$ cat src/fss_pkg.sv
package fss_pkg;

  localparam int unsigned NumFeat    = 16;
  localparam int unsigned FeatW      = 4;
  localparam int unsigned CntW       = 5;
  localparam int unsigned TallyW     = 16;
  localparam logic [TallyW-1:0] MaxSamples = 16'hFFFF;
  localparam logic [31:0] OneQ16     = 32'h0001_0000;

  typedef enum logic [1:0] {
    MODE_FIT     = 2'd0,
    MODE_XFORM   = 2'd1,
    MODE_INV     = 2'd2,
    MODE_INV_STD = 2'd3
  } mode_e;

  typedef enum logic [1:0] {
    ST_OK      = 2'd0,
    ST_ZERO_SD = 2'd1,
    ST_SAT     = 2'd2
  } status_e;

  typedef enum logic [3:0] {
    S_IDLE,
    S_ACC_MUL,
    S_ACC_UPD,
    S_FIT_START,
    S_FIT_MEAN,
    S_FIT_MSQ,
    S_FIT_MUL,
    S_FIT_VAR,
    S_FIT_SQRT,
    S_XF_START,
    S_XF_DIV,
    S_INV_MUL,
    S_INV_RND,
    S_EMIT
  } state_e;

  // classified input beat, front to back
  typedef struct packed {
    mode_e             mode;
    logic              fit_end;
    logic              acc_en;
    logic [FeatW-1:0]  feature;
    logic [31:0]       value;
  } cmd_t;

  typedef struct packed {
    logic [31:0]      result;
    logic [30:0]      spread;
    logic [FeatW-1:0] column;
    status_e          status;
    logic             final_res;
  } res_t;

endpackage

$ cat src/fss_front.sv
module fss_front (
  input  logic                   clk_i,
  input  logic                   rst_ni,
  input  logic [fss_pkg::CntW-1:0] cnt_i,
  input  logic                   in_valid_i,
  output logic                   in_ready_o,
  input  logic [1:0]             in_mode_i,
  input  logic [3:0]             in_feature_i,
  input  logic [31:0]            in_value_i,
  input  logic                   in_last_i,
  output logic                   cmd_valid_o,
  input  logic                   cmd_ready_i,
  output fss_pkg::cmd_t          cmd_o
);

  fss_pkg::cmd_t fifo_q [2];
  logic          wr_ptr_q, rd_ptr_q;
  logic [1:0]    count_q;
  fss_pkg::cmd_t cmd_new;
  logic          push, pop;

  always_comb begin
    cmd_new.mode    = fss_pkg::mode_e'(in_mode_i);
    cmd_new.feature = in_feature_i;
    cmd_new.value   = in_value_i;
    cmd_new.fit_end = (cmd_new.mode == fss_pkg::MODE_FIT) && in_last_i;
    cmd_new.acc_en  = ({1'b0, in_feature_i} < cnt_i);
  end

  assign in_ready_o  = (count_q != 2'd2);
  assign cmd_valid_o = (count_q != 2'd0);
  assign cmd_o       = fifo_q[rd_ptr_q];
  assign push        = in_valid_i && in_ready_o;
  assign pop         = cmd_valid_o && cmd_ready_i;

  always_ff @(posedge clk_i) begin
    if (push) begin
      fifo_q[wr_ptr_q] <= cmd_new;
    end
  end

  always_ff @(posedge clk_i or negedge rst_ni) begin
    if (!rst_ni) begin
      wr_ptr_q <= 1'b0;
      rd_ptr_q <= 1'b0;
      count_q  <= 2'd0;
    end else begin
      if (push) wr_ptr_q <= ~wr_ptr_q;
      if (pop)  rd_ptr_q <= ~rd_ptr_q;
      count_q <= count_q + {1'b0, push} - {1'b0, pop};
    end
  end

  a_count_max: assert property (@(posedge clk_i) disable iff (!rst_ni)
    count_q != 2'd3) else $error("queue overfilled");
  a_full_blocks: assert property (@(posedge clk_i) disable iff (!rst_ni)
    (count_q == 2'd2 && !pop) |=> (count_q == 2'd2)) else $error("full queue lost beat");

endmodule

$ cat config.mk
export PLATFORM = sky130hd
export DESIGN_NAME = fss_front
export DESIGN_NICKNAME = d
export VERILOG_FILES = /design/src/fss_pkg.sv /design/src/fss_front.sv
export SDC_FILE = /design/constraint.sdc
export NUM_CORES = 1
export LEC_CHECK = 0
export ABC_AREA = 1
export BUFFER_PORTS_ARGS = -buffer_cell sky130_fd_sc_hd__buf_2
export CAP_MARGIN = 20
export CORE_MARGIN = 8
export CORE_UTILIZATION = 35
export CTS_CLUSTER_DIAMETER = 30
export DETAILED_ROUTE_END_ITERATION = 10
export PLACE_DENSITY = 0.69
export SYNTH_ARGS = -nofsm -noshare
export SYNTH_HDL_FRONTEND = slang
export SYNTH_SLANG_ARGS = --single-unit
$ cat constraint.sdc
create_clock -name clk_i -period 2.6 [get_ports clk_i]
set_input_delay 0.39 -clock clk_i [delete_from_list [all_inputs] [get_ports clk_i]]
set_output_delay 0.39 -clock clk_i [all_outputs]
set_load 0.1 [all_outputs]
# --- After elaboration in Yosys (flattened, before gate mapping) ---
# Memories as Yosys holds them, arrays and structs flattened.
# Cells that the tools add are included.
totals:
  register_bits: 4
  latchBits: 0
  ram_bits: 80
  romBits: 0
  out_inout_bits: 42
  elab_cells: 17
  mem_count: 1
memory_table:
  columns: ["name", "depth", "width", "rd", "rd_ports_with_merged_regs", "wr", "line", "text"]
  rows:
  - ["fifo_q", 2, 40, 1, 0, 1, "fss_front.sv:16", "fss_pkg::cmd_t fifo_q [2];"]
op_classes:
  add_sub_neg: 2
  mul: 0
  div_mod_pow: 0
  order_cmp: 1
  eq_ne: 1
  shifts: 0
  mux: 2
  n_bitwise: 2
  reduce_logical: 5
ops:
  columns: ["op", "n"]
  rows:
  - ["$lt A4 B5 Y1", 1]
  - ["$logic_and A1 B1 Y1", 3]
  - ["$add A2 B1 Y2", 1]
  - ["$logic_not A2 Y1", 1]
  - ["$mux W1", 2]
  - ["$ne A2 B2 Y1 const B", 1]
  - ["$not A1 Y1", 2]
  - ["$reduce_bool A2 Y1", 1]
  - ["$sub A2 B1 Y2", 1]

# --- Longest topological paths before layout ---
# Gate-level depths: netlist of run 1.
depth:
  depth_word: 4
  depth_mapped: 12

# --- Worst setup path after synthesis of run 1 ---
# Ideal clock, no wire load.
synth_timing:
  path_type: "reg2reg"
  startpoint: "reg count_q[1]"
  endpoint: "mem fifo_q[0][0] (netlist name) (enable)"
  setup_ps: 438
  t_arrival_ps: 2704
  t_required_ps: 2162
  path_slack_ps: -542
  path_stages_with_launch: 4
  synth_period_minus_slack_ps: 3142
  path_cell_list: "dfrtp_1 nand2_2 nand2_2 nor2_1"
synth_via:
  elab_chain_cells: 4
synth_rtl:
  columns: ["item", "line", "text"]
  rows:
  - ["start: declaration", "fss_front.sv:18", "logic [1:0] count_q;"]
  - ["start signal: assignment", "fss_front.sv:50", "count_q <= count_q + {1'b0, push} - {1'b0, pop};"]
  - ["$ne A2 B2 Y1", "fss_front.sv:30", "assign in_ready_o = (count_q != 2'd2);"]
  - ["named net in_ready_o", "fss_front.sv:6", "output logic in_ready_o,"]
  - ["$logic_and A1 B1 Y1", "fss_front.sv:33", "assign push = in_valid_i && in_ready_o;"]
  - ["$mux W1", "fss_front.sv:37", "if (push) begin"]
  - ["$mux W1 (not written as such)", "fss_front.sv:38", "fifo_q[wr_ptr_q] <= cmd_new;"]
  - ["end: declaration", "fss_front.sv:16", null]
# The timed path passes the listed nets, and every way through them passes these cells.

==> results of run 1 <==
## layer usage
layer	GRT usage	up-vias
li1	-	1049
met1	0.116	986
met2	0.194	64
met3	0.0284	11
met4	0.0692	0
met5	0	-
## worst reg2reg max path, cell delays in order (launching register included)
cell and delay, ns:
dfrtp_1 0.43, nand2_2 0.12, nand2_2 0.11, nor2_4 0.48, buf_12 0.27
## registers in the layout, summed over array words and instances (netlist names)
| signal | cells |
|---|---|
| rd_ptr_q | 1 |
| count_q | 2 |
| fifo_q | 80 |
| wr_ptr_q | 1 |
## cell type report
cell class              instances  area, µm²
repair buffers                 93       1090
clock buffers                   9        124
fillers                       777       4430
inverters                      15       56.3
well taps                     111        139
flip-flops and latches         84       2500
clock inverters                 7        114
multi-input cells             154        649
## metrics by stage
step            util  cell area, µm²  worst slack [ns]  std cells
2_1_floorplan      -            3250            0.0983        262
3_3_place_gp   0.486            4430             0.818        456
3_5_place_dp   0.486            4430             0.771        456
4_1_cts        0.513            4680             0.373        473
5_1_grt        0.513            4680             0.282        473
6_report       0.513            4680             0.439        473
## logic make-up after synthesis
logic type | after synthesis
simple gates | 147
compound gates | 2
fa+ha+maj | 4
flops | 84
buf+inv | 24
xor+xnor | 1
## cell usage after synthesis
cell,count
a21oi_1,1
buf_2,5
buf_4,4
dfrtp_1,4
edfxtp_1,80
ha_1,4
inv_1,13
inv_2,2
nand2_1,132
nand2_2,2
nand3_1,2
nand4_1,1
nor2_1,8
nor2_2,1
nor3b_1,1
o21ai_1,1
xor2_1,1
## worst min path at each step
stage | slack, ns | end | start | depth (start not counted)
2_1_floorplan | 0.09 | count_q[0] | rst_ni | 0
3_3_place_gp | 0.20 | count_q[1] | rst_ni | 1
3_5_place_dp | 0.20 | count_q[1] | rst_ni | 1
4_1_cts | 0.20 | fifo_q[1][7] | in_value_i[7] | 1
5_1_grt | 0.20 | fifo_q[1][7] | in_value_i[7] | 1
6_report | 0.23 | fifo_q[1][7] | in_value_i[7] | 1
## layout by cell type, fill, tap and decap left out, drive strengths merged
| cell type | synthesis | layout |
|---|---|---|
| dfrtp | 4 | 4 |
| o21ai | 1 | 1 |
| edfxtp | 80 | 80 |
| nand2 | 134 | 134 |
| buf | 9 | 92 |
| a21oi | 1 | 1 |
| xor2 | 1 | 1 |
| nor2 | 9 | 9 |
| nand4 | 1 | 1 |
| dlygate4sd3 | 0 | 1 |
| ha | 4 | 4 |
| nor3b | 1 | 1 |
| nand3 | 2 | 2 |
| clkbuf | 0 | 9 |
| clkinvlp | 0 | 1 |
| bufinv | 0 | 3 |
| inv | 15 | 16 |
| clkinv | 0 | 2 |
## repair_timing
action                     CTS  global route
hold buffers                 1             0
setup endpoints to repair    0             0
gates resized for setup      0             0
hold endpoints to repair     4             0
==> reports/metrics.csv, run 1 <==
metric,value,unit
Gate Count Post-Synth,262,
grt total ovfl,0,
Crit path depth,4,
R2R setup slack,0.88,ns
achievable frequency,463,MHz
Critical Path End,cmd_o[7],
Slew Limit Headroom,0.490,
Synthesized Nets,314,
crit path buf inv count,2,
CP Max Fanout,41,
final worst path period share,0.831,
Worst Skew,0.00752,ns
maxcap violations,0,
die area,12600,µm²
sequential area share after synthesis,0.770,
CP Launch Type,register,
"Cell Area, Synth",3250,µm²
largest net degree at the start of global routing,42,
post-synth top area share,0.739,
CP startpoint,rd_ptr_q,
H-tree levels,3,
Yosys warning count,0,
Final Hold Fails,0,
r2r startpoint,count_q[1],
Worst-Skew Late Latency,0.35,ns
met1 wire length,2730,µm
# DRC,0,
Area contributors post-synth,"edfxtp_1 (74%), nand2_1 (15%), dfrtp_1 (3.1%), ha_1 (1.5%), inv_1 (1.5%)",
root buffer cell,clkbuf_8,
Hold Path Class,in2reg,
number of antenna violations at the first check in global routing,0,
CTS tree,built,
WL met3,366,µm
aggregate global-route resource usage,0.110,
post-synthesis register bit count,84,
WL met2,3470,µm
Min Hold Slack,0.226,ns
combinational family with the most area after synthesis,simple AND/OR/NAND/NOR gates,
RSZ-0062 raised after global routing,no,
crit-path leading delay family,buffers and inverters,
outcome,"complete, no violations",
final WL,6740,µm
core area,9110,µm²
RePlAce Congestion,0.702,
Layout area overhead,43.8,%
Rows,35,
Max Used Layer,met4,
Synth Area in Compound Gates,0.00308,
"slowest stage delay, CP",0.56,ns
Iteration-0 DRC Markers,84,
Vias,2110,
Synth Area in Simple Gates,0.175,
Post-Synth Adder-Cell Area,0.0154,
buffer count from post-CTS setup fixing,0,
Routed wire per std cell,14.2,µm
I/O pins,90,
chip width,112,µm
CTS buffer count,9,
CP endpoint kind,primary output,
CTS Buffer Depth,2,
Arrival @ worst endpoint,1.77,ns
Initial Util,0.357,
mux contribution to synthesized area,0,
IO Port Bufs,89,
final setup vio count,0,
slowest cell on the critical path,inv_2,
ANT nets after route,0,
largest area contributor in the netlist,edfxtp_1,
vias in the first global route,2262,
DP HPWL,4520,µm
Clock transition at path regs,0.09,ns
max-slew violations,0,
"most used cell, CP",nand2_1,
clock sink total,84,
drt pass-1 iters,4,
global-route wire length before repair,10900,µm
Post-Route Setup TNS,0,ns
xor and xnor area share after synthesis,0.00269,
Post-Syn Area per Cell,12.4,µm²
r2r endpoint,fifo_q[0][27],
share of layout cells above drive strength 1,0.309,
final critical-path required period,2.16,ns
Die Y,112,µm
NumNets Final,409,
vias per cell,4.46,
WS Path Type,reg2out,
Antenna diodes,0,
unique cell type count in the Yosys netlist,17,
Worst Path Required,2.21,ns
R2R depth,4,
Least-Margin Pin Slew,0.764,ns
crit-path cells,"inv_2, nand2_1, nand2_1, buf_12",
Power of run 1 is left out: the tool's default activity adds up to more than one toggle a clock period on the data nets, which glitch-free logic cannot reach.
==> inputs of run 2 (changes only) <==
--- a/config.mk
+++ b/config.mk
@@ -5,14 +5,14 @@
 export SDC_FILE = /design/constraint.sdc
 export NUM_CORES = 1
 export LEC_CHECK = 0
-export ABC_AREA = 1
+export ABC_AREA = 0
 export BUFFER_PORTS_ARGS = -buffer_cell sky130_fd_sc_hd__buf_2
 export CAP_MARGIN = 20
 export CORE_MARGIN = 8
 export CORE_UTILIZATION = 35
 export CTS_CLUSTER_DIAMETER = 30
 export DETAILED_ROUTE_END_ITERATION = 10
-export PLACE_DENSITY = 0.69
+export PLACE_DENSITY = 0.7
 export SYNTH_ARGS = -nofsm -noshare
 export SYNTH_HDL_FRONTEND = slang
 export SYNTH_SLANG_ARGS = --single-unit
==> constraint.sdc (replaced) <==
create_clock -name clk_i -period 1.8 [get_ports clk_i]
set_input_delay 0.27 -clock clk_i [delete_from_list [all_inputs] [get_ports clk_i]]
set_output_delay 0.27 -clock clk_i [all_outputs]
set_load 0.1 [all_outputs]
==> run 2 against run 1 <==
Compared with the run above:
- the run now ends with setup timing left
- routed wire length is 2.0% higher
- area after synthesis is 1.7% lower
- die area is 1.5% lower
- first-iteration DRC count is 57% lower
- sequential share of layout area is 1.9 points lower
- worst hold slack worse by 0.12 ns
- count of clock-buffer cells in the layout stayed put
- global-route usage is 0.47 points lower
- critical path depth stayed put
- final cell count is 19% lower
- critical path type unchanged
==> reports/metrics.csv, run 2 <==
metric,value,unit,change
outcome,"finished, violations left",,
failing checks,setup timing,,
Gate Count Post-Synth,160,,-39%
CP Max Fanout,6,,-85%
Fill cells,732,,-5.8%
crit-path cells,"buf_12, clkbuf_16, mux2_4, buf_12",,
post-synth top area share,0.752,,+0.0130
IO Port Bufs,89,,unchanged
"Cell Area, Synth",3190,µm²,-1.7%
largest area contributor in the netlist,edfxtp_1,,
I/O pins,90,,unchanged
"slowest stage delay, CP",0.42,ns,-0.14 ns
R2R setup slack,0.36,ns,-0.52 ns
Least-Margin Pin Slew,0.502,ns,-0.262 ns
Clock transition at path regs,0.08,ns,about the same
CP Launch Type,register,,
# DRC,0,,unchanged
Post-DP Area,4460,µm²,+0.65%
Worst Path Required,1.53,ns,-0.68 ns
R2R depth,4,,unchanged
chip width,112,µm,-0.74%
r2r endpoint,fifo_q[0][30],,
"most used cell, CP",buf_12,,
grt total ovfl,0,,unchanged
Final Worst Setup Slack,-0.0288,ns,-0.468 ns
aggregate global-route resource usage,0.106,,-0.00473
H-tree levels,3,,unchanged
Layout area overhead,51.7,%,
cell with the most instances after synthesis,edfxtp_1,,
WHS Endpoint,fifo_q[1][17],,
Hold Path Class,in2reg,,
post-synthesis register bit count,84,,unchanged
final setup vio count,32,,+32
"final std cell area, no fill",4850,µm²,+3.6%
core area,9060,µm²,-0.48%
Arrival @ worst endpoint,1.56,ns,-0.21 ns
Final Hold Fails,0,,unchanged
Area contributors post-synth,"edfxtp_1 (75%), mux2_2 (13%), dfrtp_1 (3.1%), ha_1 (1.6%), mux2_1 (1.1%)",,
max reg flops,80,,unchanged
RSZ-0062 raised after global routing,yes,,
Post-Syn Area per Cell,20.0,µm²,+61%
CP endpoint kind,primary output,,
root buffer cell,clkbuf_8,,
final worst path period share,1.02,,
CTS Buffer Depth,2,,unchanged
drt pass-1 iters,4,,unchanged
slowest cell on the critical path,dfrtp_2,,
Max Used Layer,met4,,
WL met3,365,µm,-0.27%
Initial Util,0.352,,-0.00449
largest net degree at the start of global routing,27,,-36%
CTS buffer count,9,,unchanged
clock sink total,84,,unchanged
Top reg by flops,fifo_q,,
die area,12400,µm²,-1.5%
share of layout cells above drive strength 1,0.592,,+0.283
met1 wire length,2780,µm,+1.8%
largest registers,"fifo_q: 80 flops, count_q: 2 flops",,
number of antenna violations at the first check in global routing,1,,+1
Yosys warning count,0,,unchanged
Synthesized Nets,212,,-32%
vias in the first global route,1955,,-14%
worst hold start,in_value_i[17],,
r2r startpoint,count_q[0],,
WS Path Type,reg2out,,
max-slew violations,0,,unchanged
WL met2,3650,µm,+5.3%
Post-synth EDFFs,80,,unchanged
"commonest non-fill, non-tap cell in the layout",edfxtp_1,,
Vias,1763,,-16%
Die Y,112,µm,-0.74%
final WL,6870,µm,+2.0%
NumNets Final,319,,-22%
achievable frequency,547,MHz,
global-route wire length before repair,10100,µm,-6.9%
ANT nets after route,0,,unchanged
Worst-Skew Late Latency,0.34,ns,about the same
Routed wire per std cell,17.9,µm,+26%
synth cell count leaders,"edfxtp_1 (80), mux2_2 (37), nor2_1 (6)",,
RePlAce Congestion,0.685,,-2.5%
unique cell type count in the Yosys netlist,22,,+5
prevailing post-synth register cell,edfxtp_1,,
CTS tree,built,,
most frequent cells in the layout,"edfxtp_1 (80), buf_2 (49), buf_12 (45)",,
final critical-path required period,1.83,ns,
post-place setup slack,0.336,ns,-0.434 ns
vias per cell,4.59,,+2.9%
maxcap violations,0,,unchanged
DP HPWL,4470,µm,-1.3%
Hold Path Stages,1,,unchanged
Slew Limit Headroom,0.668,,+0.178
async set-reset flop share out of synthesis,0.0476,,unchanged
Rows,35,,unchanged
Worst Skew,0.00953,ns,+0.00201 ns
Iteration-0 DRC Markers,36,,-57%
sequential area share after synthesis,0.783,,+0.0136
[run 2: cell types whose count changed in the layout (fill, tap and decap cells not counted), moves of 3 or more]
cell	previous run	this run
inv_1	13	3
mux2_2	0	29
mux2_4	0	11
buf_12	41	45
xnor2_1	0	3
nand2_1	132	1
[run 2: worst max path at each step]
stage | start | depth (start not counted) | endpoint | slack, ns
after floorplan | count_q[0] | 3 | fifo_q[0][0] | -0.09
after global placement | rd_ptr_q | 3 | cmd_o[30] | 0.33
after detailed placement | rd_ptr_q | 3 | cmd_o[13] | 0.34
after CTS | rd_ptr_q | 3 | cmd_o[36] | -0.03
after global routing | rd_ptr_q | 4 | cmd_o[25] | -0.08
final | rd_ptr_q | 4 | cmd_o[4] | -0.03
[run 2: metal layers]
layer  GRT usage  vias to the layer above
met3      0.0395                        9
met5           0                        -
met2       0.179                       49
met1       0.117                      867
met4      0.0438                        0
li1            -                      838
[run 2: cell type report]
type | count | area, µm² | area share
antenna | 1 | 2.50 | 0.000516
clock buffer | 9 | 124 | 0.0256
clock inverter | 7 | 91.3 | 0.0188
inverter | 3 | 11.3 | 0.00232
multi-input combinational | 68 | 711 | 0.147
sequential | 84 | 2500 | 0.517
tap | 111 | 139 | 0.0287
timing repair buffer | 101 | 1260 | 0.261
[run 2: critical path: cells and delay by family (launching register included)]
family	cells	cell delay (ns)
flops	1	0.42
buf+inv	3	0.48
mux	1	0.32
[run 2: stage by stage]
stage,setup TNS [ns],std cells,hold WS (ns),utilization
detailed placement,0,360,0.0833,0.492
global route,-2.72,383,0.0867,0.534
floorplan,-4.63,160,-0.0256,-
CTS,-1.03,378,0.0931,0.520
global placement,0,360,0.0827,0.492
finish,-0.548,384,0.111,0.535
[run 2: what timing repair did]
action,4_1_cts,5_1_grt
gates resized for setup,4,11
endpoints found under the hold margin,4,0
cloned,1,4
setup buffers,0,1
hold buffers,1,0
endpoints found under the setup margin,40,40
[run 2: logic make-up (layout without fill, tap and decap cells)]
kind of cell | Yosys count | in the layout | synth area share
fa+ha+maj | 4 | 4 | 0.0157
compound gates | 6 | 6 | 0.0137
flops | 84 | 84 | 0.783
other cells | 0 | 1 | 0
simple gates | 15 | 15 | 0.0235
buf+inv | 8 | 120 | 0.0145
xor+xnor | 3 | 3 | 0.00823
mux | 40 | 40 | 0.141
Power of run 2 is left out for the same reason.
